File: src/hw/rtl/bdeque_pkg.sv
package bdeque_pkg;

	// command codes carried on the kind field
	typedef enum logic [3:0] {
		KIND_PUSH_FRONT = 4'd0,
		KIND_PUSH_BACK  = 4'd1,
		KIND_POP_FRONT  = 4'd2,
		KIND_POP_BACK   = 4'd3,
		KIND_CLEAR      = 4'd4,
		KIND_REMOVE     = 4'd5,
		KIND_DUMP_ALL   = 4'd6,
		KIND_DUMP_FIRST = 4'd7,
		KIND_DUMP_LAST  = 4'd8
	} kind_t;

	// controller states
	typedef enum logic [2:0] {
		ST_IDLE,
		ST_EXEC,
		ST_SRCH,
		ST_SHIFT,
		ST_EMIT,
		ST_MARK
	} state_t;

	// read address select: start position, next position, position after next
	typedef enum logic [1:0] {
		RD_START,
		RD_NEXT,
		RD_NEXT2
	} rd_sel_t;

	// controller to datapath
	typedef struct packed {
		logic    cap;
		logic    push_front;
		logic    push_back;
		logic    pop_front;
		logic    pop_back;
		logic    clear;
		logic    rd_en;
		rd_sel_t rd_sel;
		logic    pos_inc;
		logic    shift_wr;
		logic    dec_occ;
		logic    out_load_data;
		logic    out_load_mark;
	} cmd_t;

	// datapath to controller
	typedef struct packed {
		logic [3:0] kind;
		logic       full;
		logic       empty;
		logic       match;
		logic       more;
		logic       more2;
		logic       is_last;
		logic       n_zero;
		logic       out_free;
	} status_t;

endpackage

File: src/hw/rtl/bdeque_ctrl.sv
module bdeque_ctrl
	import bdeque_pkg::*;
(
	input  logic    clk,
	input  logic    arst_n,
	input  logic    in_valid,
	output logic    in_stall,
	input  status_t stat,
	output cmd_t    cmd
);

	state_t state_q;
	state_t state_d;

	// state register
	always_ff @(posedge clk or negedge arst_n) begin
		if (!arst_n) begin
			state_q <= ST_IDLE;
		end else begin
			state_q <= state_d;
		end
	end

	// input word taken only between commands
	assign in_stall = (state_q != ST_IDLE);

	// next state and commands
	always_comb begin
		state_d = state_q;
		cmd     = '0;
		case (state_q)
			ST_IDLE: begin
				if (in_valid) begin
					cmd.cap = 1'b1;
					state_d = ST_EXEC;
				end
			end
			ST_EXEC: begin
				state_d = ST_IDLE;
				case (stat.kind)
					KIND_PUSH_FRONT: cmd.push_front = !stat.full;
					KIND_PUSH_BACK:  cmd.push_back  = !stat.full;
					KIND_POP_FRONT:  cmd.pop_front  = !stat.empty;
					KIND_POP_BACK:   cmd.pop_back   = !stat.empty;
					KIND_CLEAR:      cmd.clear      = 1'b1;
					KIND_REMOVE: begin
						if (!stat.empty) begin
							cmd.rd_en  = 1'b1;
							cmd.rd_sel = RD_START;
							state_d    = ST_SRCH;
						end
					end
					KIND_DUMP_ALL, KIND_DUMP_FIRST, KIND_DUMP_LAST: begin
						if (stat.n_zero) begin
							state_d = ST_MARK;
						end else begin
							cmd.rd_en  = 1'b1;
							cmd.rd_sel = RD_START;
							state_d    = ST_EMIT;
						end
					end
					default: state_d = ST_IDLE;
				endcase
			end
			// compare one entry a cycle, next read already issued
			ST_SRCH: begin
				if (stat.match) begin
					if (stat.more) begin
						cmd.rd_en  = 1'b1;
						cmd.rd_sel = RD_NEXT;
					end
					state_d = ST_SHIFT;
				end else if (stat.more) begin
					cmd.rd_en   = 1'b1;
					cmd.rd_sel  = RD_NEXT;
					cmd.pos_inc = 1'b1;
				end else begin
					state_d = ST_IDLE;
				end
			end
			// move later entries one place toward the front
			ST_SHIFT: begin
				if (stat.more) begin
					cmd.shift_wr = 1'b1;
					cmd.pos_inc  = 1'b1;
					if (stat.more2) begin
						cmd.rd_en  = 1'b1;
						cmd.rd_sel = RD_NEXT2;
					end
				end else begin
					cmd.dec_occ = 1'b1;
					state_d     = ST_IDLE;
				end
			end
			ST_EMIT: begin
				if (stat.out_free) begin
					cmd.out_load_data = 1'b1;
					if (stat.is_last) begin
						state_d = ST_IDLE;
					end else begin
						cmd.rd_en   = 1'b1;
						cmd.rd_sel  = RD_NEXT;
						cmd.pos_inc = 1'b1;
					end
				end
			end
			ST_MARK: begin
				if (stat.out_free) begin
					cmd.out_load_mark = 1'b1;
					state_d           = ST_IDLE;
				end
			end
			default: state_d = ST_IDLE;
		endcase
	end

endmodule

File: src/hw/rtl/bdeque_dpath.sv
module bdeque_dpath
	import bdeque_pkg::*;
#(
	parameter int CAPACITY = 64
) (
	input  logic               clk,
	input  logic               arst_n,
	input  logic [3:0]         kind,
	input  logic signed [31:0] operand,
	input  logic               out_stall,
	output logic               out_valid,
	output logic signed [31:0] element,
	output logic               no_data,
	output logic               last_of_dump,
	input  cmd_t               cmd,
	output status_t            stat
);

	localparam int AW = $clog2(CAPACITY);
	localparam int OW = $clog2(CAPACITY + 1);
	localparam int PW = $clog2(CAPACITY + 2);
	localparam logic [OW-1:0] CAP_O = OW'(CAPACITY);
	localparam logic [AW-1:0] LAST_SLOT = AW'(CAPACITY - 1);

	// circular storage
	logic [31:0] mem [CAPACITY];

	logic [3:0]         kind_q;
	logic signed [31:0] operand_q;
	logic [AW-1:0]      front_q;
	logic [OW-1:0]      occ_q;
	logic [PW-1:0]      pos_q;
	logic [PW-1:0]      end_q;
	logic [31:0]        rdata_q;
	logic               out_valid_q;
	logic signed [31:0] element_q;
	logic               no_data_q;
	logic               last_q;

	logic [30:0]   cnt;
	logic [30:0]   cnt_l;
	logic [OW-1:0] n;
	logic [OW-1:0] start;
	logic [PW-1:0] occ_p;
	logic [AW-1:0] front_dec;
	logic [AW-1:0] rd_addr;
	logic          wr_en;
	logic [AW-1:0] wr_addr;
	logic [31:0]   wr_data;
	logic          out_free;

	// physical slot of a logical position
	function automatic logic [AW-1:0] slot(input logic [AW-1:0] f, input logic [PW-1:0] p);
		logic [PW:0] s;
		s = (PW + 1)'(f) + (PW + 1)'(p);
		if (s >= (PW + 1)'(CAPACITY)) begin
			s = s - (PW + 1)'(CAPACITY);
		end
		return s[AW-1:0];
	endfunction

	// command word capture
	always_ff @(posedge clk) begin
		if (cmd.cap) begin
			kind_q    <= kind;
			operand_q <= operand;
		end
	end

	// dump range: count, start position
	always_comb begin
		cnt   = operand_q[31] ? 31'd0 : operand_q[30:0];
		cnt_l = (kind_q == KIND_DUMP_LAST && cnt == 31'd0) ? 31'd1 : cnt;
		if (kind_q == KIND_DUMP_ALL || cnt_l >= 31'(occ_q)) begin
			n = occ_q;
		end else begin
			n = cnt_l[OW-1:0];
		end
		start = (kind_q == KIND_DUMP_LAST) ? occ_q - n : '0;
	end

	assign occ_p     = PW'(occ_q);
	assign front_dec = (front_q == '0) ? LAST_SLOT : front_q - AW'(1);

	// read address
	always_comb begin
		case (cmd.rd_sel)
			RD_START: rd_addr = slot(front_q, PW'(start));
			RD_NEXT:  rd_addr = slot(front_q, pos_q + PW'(1));
			RD_NEXT2: rd_addr = slot(front_q, pos_q + PW'(2));
			default:  rd_addr = slot(front_q, pos_q);
		endcase
	end

	// write port
	always_comb begin
		wr_en   = cmd.push_front | cmd.push_back | cmd.shift_wr;
		wr_addr = slot(front_q, pos_q);
		wr_data = rdata_q;
		if (cmd.push_front) begin
			wr_addr = front_dec;
			wr_data = operand_q;
		end else if (cmd.push_back) begin
			wr_addr = slot(front_q, occ_p);
			wr_data = operand_q;
		end
	end

	// memory
	always_ff @(posedge clk) begin
		if (wr_en) begin
			mem[wr_addr] <= wr_data;
		end
	end

	always_ff @(posedge clk) begin
		if (cmd.rd_en) begin
			rdata_q <= mem[rd_addr];
		end
	end

	// front and occupancy
	always_ff @(posedge clk or negedge arst_n) begin
		if (!arst_n) begin
			front_q <= '0;
			occ_q   <= '0;
		end else if (cmd.clear) begin
			front_q <= '0;
			occ_q   <= '0;
		end else if (cmd.push_front) begin
			front_q <= front_dec;
			occ_q   <= occ_q + OW'(1);
		end else if (cmd.push_back) begin
			occ_q <= occ_q + OW'(1);
		end else if (cmd.pop_front) begin
			front_q <= slot(front_q, PW'(1));
			occ_q   <= occ_q - OW'(1);
		end else if (cmd.pop_back || cmd.dec_occ) begin
			occ_q <= occ_q - OW'(1);
		end
	end

	// walk position and end of dump
	always_ff @(posedge clk or negedge arst_n) begin
		if (!arst_n) begin
			pos_q <= '0;
			end_q <= '0;
		end else if (cmd.rd_en && cmd.rd_sel == RD_START) begin
			pos_q <= PW'(start);
			end_q <= PW'(start) + PW'(n) - PW'(1);
		end else if (cmd.pos_inc) begin
			pos_q <= pos_q + PW'(1);
		end
	end

	// output register
	assign out_free = !out_valid_q || !out_stall;

	always_ff @(posedge clk or negedge arst_n) begin
		if (!arst_n) begin
			out_valid_q <= 1'b0;
		end else if (cmd.out_load_data || cmd.out_load_mark) begin
			out_valid_q <= 1'b1;
		end else if (!out_stall) begin
			out_valid_q <= 1'b0;
		end
	end

	always_ff @(posedge clk) begin
		if (cmd.out_load_data) begin
			element_q <= rdata_q;
			no_data_q <= 1'b0;
			last_q    <= (pos_q == end_q);
		end else if (cmd.out_load_mark) begin
			element_q <= '0;
			no_data_q <= 1'b1;
			last_q    <= 1'b1;
		end
	end

	assign out_valid    = out_valid_q;
	assign element      = element_q;
	assign no_data      = no_data_q;
	assign last_of_dump = last_q;

	// status back to the controller
	always_comb begin
		stat.kind     = kind_q;
		stat.full     = (occ_q == CAP_O);
		stat.empty    = (occ_q == '0);
		stat.match    = (rdata_q == operand_q);
		stat.more     = ((pos_q + PW'(1)) < occ_p);
		stat.more2    = ((pos_q + PW'(2)) < occ_p);
		stat.is_last  = (pos_q == end_q);
		stat.n_zero   = (n == '0);
		stat.out_free = out_free;
	end

endmodule

File: src/hw/rtl/bounded_deque_with_delete_by_value.sv
// channel | valid     | stall     | words
// --------+-----------+-----------+-------------------------------------
// in      | in_valid  | in_stall  | kind, operand
// out     | out_valid | out_stall | element, no_data, last_of_dump
//
// A command is captured in the idle state and decoded in the execute state, where
// push, pop and clear finish. Remove compares entries from the front, one read a
// cycle, then on a hit moves later entries forward, one read and one write a cycle.
// A dump walks its entries one word a cycle from the single read port while the
// output is not stalled; a dump of no entries gives a marker word. Reset clears
// front, occupancy and output valid, not entries. Output stall holds dumps and input.
module bounded_deque_with_delete_by_value
	import bdeque_pkg::*;
#(
	parameter int CAPACITY = 64
) (
	input  logic               clk,
	input  logic               arst_n,
	input  logic               in_valid,
	output logic               in_stall,
	input  logic [3:0]         kind,
	input  logic signed [31:0] operand,
	output logic               out_valid,
	input  logic               out_stall,
	output logic signed [31:0] element,
	output logic               no_data,
	output logic               last_of_dump
);

	cmd_t    cmd;
	status_t stat;

	// sequencer
	bdeque_ctrl u_ctrl (
		.clk      (clk),
		.arst_n   (arst_n),
		.in_valid (in_valid),
		.in_stall (in_stall),
		.stat     (stat),
		.cmd      (cmd)
	);

	// storage, pointers and output register
	bdeque_dpath #(
		.CAPACITY (CAPACITY)
	) u_dpath (
		.clk          (clk),
		.arst_n       (arst_n),
		.kind         (kind),
		.operand      (operand),
		.out_stall    (out_stall),
		.out_valid    (out_valid),
		.element      (element),
		.no_data      (no_data),
		.last_of_dump (last_of_dump),
		.cmd          (cmd),
		.stat         (stat)
	);

	// one command in flight at a time
	a_one_cmd: assert property (@(posedge clk) disable iff (!arst_n)
		(in_valid && !in_stall) |=> in_stall)
		else $error("command taken while previous one busy");

	// a marker word is always the final, empty word of its dump
	a_marker: assert property (@(posedge clk) disable iff (!arst_n)
		(out_valid && no_data) |-> (last_of_dump && element == 32'sd0))
		else $error("bad marker word");

	// output register is loaded only when free
	a_out_load: assert property (@(posedge clk) disable iff (!arst_n)
		(cmd.out_load_data || cmd.out_load_mark) |-> stat.out_free)
		else $error("output word overwritten");

	// full and empty are exclusive
	a_full_empty: assert property (@(posedge clk) disable iff (!arst_n)
		!(stat.full && stat.empty))
		else $error("store both full and empty");

endmodule

File: config.mk
export PLATFORM = sky130hd
export DESIGN_NAME = bounded_deque_with_delete_by_value
export DESIGN_NICKNAME = d
export VERILOG_FILES = /design/src/hw/rtl/bdeque_pkg.sv /design/src/hw/rtl/bdeque_ctrl.sv /design/src/hw/rtl/bdeque_dpath.sv /design/src/hw/rtl/bounded_deque_with_delete_by_value.sv
export SDC_FILE = /design/constraint.sdc
export NUM_CORES = 2
export LEC_CHECK = 0
export ABC_AREA = 1
export BUFFER_PORTS_ARGS = -buffer_cell sky130_fd_sc_hd__buf_2
export CAP_MARGIN = 30
export CORE_MARGIN = 2
export CORE_UTILIZATION = 45
export DETAILED_ROUTE_END_ITERATION = 10
export SLEW_MARGIN = 40
export SYNTH_ARGS = -nofsm -noshare
export SYNTH_HDL_FRONTEND = slang
export SYNTH_SLANG_ARGS = --single-unit
File: constraint.sdc
create_clock -name clk -period 8.3 [get_ports clk]
set_clock_uncertainty 0.2 [all_clocks]
set_input_delay 0 -clock clk [delete_from_list [all_inputs] [get_ports clk]]
set_output_delay 0 -clock clk [all_outputs]
set_load 0.05 [all_outputs]
==> metrics.yaml <==
critical_path:
  worstRegToRegCells: 40
  critPathLaunchType: "register"
  critPathKind: "register to register"
  crit_path_end_kind: "register"
  required_ps: 8860
  cpPeakStageDelay_ps: 560
  cp_max_fo: 28
  slowest_stage: "a32oi_1"
  crit_arrival_ps: 8310
clock_tree:
  cts.path.max_buffers: 3
  cts_root_buf: "clkbuf_16"
  numCtsBuffers: 214
  post-cts-setup-buffers: 0
  cts_htree_levels: 4
  cts_tree: "yes"
  clock_latency_ps: 900
  clk_pin_slew_ps: 60
  clock_sinks: 2181
sta:
  fin_crit_sh_pct: 93.4
  period_minus_slack_ps: 7750
  layout_setup_ws_ps: 551
  setup_viol: 0
  fmax_mhz: 129
  hold_viol: 0
  rsz0062_at_grt: "false"
  tightest_slew_ps: 887
  finalMaxSlewViolations: 0
  slew_headroom_pct: 40.9
  setup_tns_ps: 0
synthesis:
  yosysUniqueCellTypes: 47
  yosysTopAreaCell: "edfxtp_1"
  avgSynthCellArea_um2: 13.3
  yosysMostFrequentCell: "edfxtp_1"
  ys_seq_area_share_pct: 74.2
  synth_ff_type: "edfxtp_1"
  synth-edff-count: 2149
  synth_top_area_share_pct: 73.3
  synth_async_sr_flop_share_pct: 1.42
  syn_area_um2: 88100
  postSynthCellCount: 6622
  synth.top_cells.by_area: "edfxtp_1 73%, o21ai_0 6.2%, nor2_1 5.1%"
  netlist_top_cells_count: "2149 x edfxtp_1, 1204 x nor2_1, 1097 x o21ai_0, 514 x o221ai_1, 429 x clkbuf_1"
  synth_warnings: 0
  synth-seq-cells: 2181
  synthesis.nets: 6721
global_route:
  grt_first_pass_wirelength_um: 395000
  first_global_vias: 55500
  antenna_found_initial: 4
  track_usage_pct: 27.1
  grt_max_degree: 201
  grt.overflow.total: 0
drt:
  dr_total_vias: 59300
  met2_length_um: 130000
  drt-met1-wl_um: 112000
  vias_per_cell: 6.17
  wl_um: 275000
  drt_pass1_iterations: 8
  top_layer: "met5"
  antenna_left: 0
  drc: 0
  drt_iter0_drc: 8141
  wl_met3_um: 23900
  wl_per_cell_um: 28.6
floorplan:
  core_area_um2: 195000
  die_area_um2: 199000
  die_h_um: 446
  fp-row-count: 162
  die_w_um: 446
  io_pins: 76
  start_util_pct: 45.2
hold_path:
  whs_path_depth: 3
  hold_class: "primary input to register"
job:
  cap_violations: 0
finish:
  layout.nets: 6900
  design_area_um2: 102000
  drive_gt1_share_pct: 11.2
  syn_to_final_growth_pct: 15.9
placed_design:
  place_ws_ps: 521
  hpwl_um: 161000
  routabilityCongestion: 0.868
  numPortBuffers: 75
  place_area_um2: 94200
status:
  status: "finished, final reports clean"
critical path: cells and delay by family (launching register included):
family | cells | cell delay [ps]
compound gates | 9 | 2170
fa+ha+maj | 4 | 920
buf+inv | 10 | 1650
flops | 1 | 480
simple gates | 17 | 2190
area by class of cell:
cell class                 instances  area, um2
fill                           16000      92700
sequential                      2181      65300
multi-input combinational       3805      21200
clock buffer                     266       5580
timing repair buffer             431       4560
tap                             2624       3280
clock inverter                   134       1460
inverter                         168        663
antenna                            2       5.00
routing by layer:
layer,vias up,track usage (%)
met2,3053,43.2
met4,2,8.74
li1,25600,-
met1,30100,38.1
met3,492,4.20
met5,-,0
path summary, 6_finish.rpt:
| kind | slack [ps] | end | startpoint |
|---|---|---|---|
| worst max-delay path | 550 | u_dpath.rdata_q[18] | u_dpath.operand_q[31] |
| worst min-delay path | 180 | u_dpath.operand_q[25] | operand[25] |
| min in group asynchronous | 570 | u_dpath.occ_p[0] | arst_n |
| worst max register to register | 550 | u_dpath.rdata_q[18] | u_dpath.operand_q[31] |
| worst min register to register | 290 | u_dpath.no_data | u_dpath.no_data |
| max in group asynchronous | 7090 | u_dpath.occ_p[4] | arst_n |
timing repair:
action / CTS / global route
endpoints found under the hold margin: 173 / 0
resized for setup: 0 / 2
hold buffers: 82 / 0
setup endpoints to repair: 0 / 2
kinds of logic after synthesis:
family / synth area share (%)
AOI/OAI and AO/OA: 13.0
xor gates and xnor gates: 0.457
adders and majority gates: 0.872
buffers and inverters: 2.82
DFF: 74.2
and+or+nand+nor: 8.64
state kept, by name (all words and copies together) (netlist names):
register,flops
u_ctrl.state_q,3
u_dpath.out_valid,1
u_dpath.end_q,7
u_dpath.element,32
u_dpath.kind_q,4
u_dpath.front_q,6
u_dpath.operand_q,32
u_dpath.last_of_dump,1
u_dpath.mem,2048
u_dpath.pos_q,7
u_dpath.occ_p,7
u_dpath.rdata_q,32
u_dpath.no_data,1
stage by stage:
step / std cells / hold slack [ps] / utilization [%]
after floorplan: 6622 / -496 / -
after global placement: 9069 / -59.2 / 47.8
after detailed placement: 9125 / -46.3 / 48.3
after CTS: 9607 / 99.9 / 52.4
after global routing: 9611 / 169 / 52.4
final: 9611 / 180 / 52.4
placed cells by master (no fill, tap or decap), drive strengths merged, types with 5 or more instances in the layout:
cell type	instances
a21oi	45
o211ai	5
a31oi	70
clkinv	103
xnor2	24
or2	6
nand4	19
xor2	22
nor3	10
inv	172
o221ai	514
buf	350
clkbuf	266
a32oi	64
dfrtp	31
o21a	6
nor2	1205
nor4	5
nand2	289
ha	55
o21ai	1107
edfxtp	2149
clkinvlp	5
bufinv	22
nand3	333
dlygate4sd3	81
Power is not shown: default switching activity piles up to over one toggle a cycle in this logic, so the estimate is an artifact.
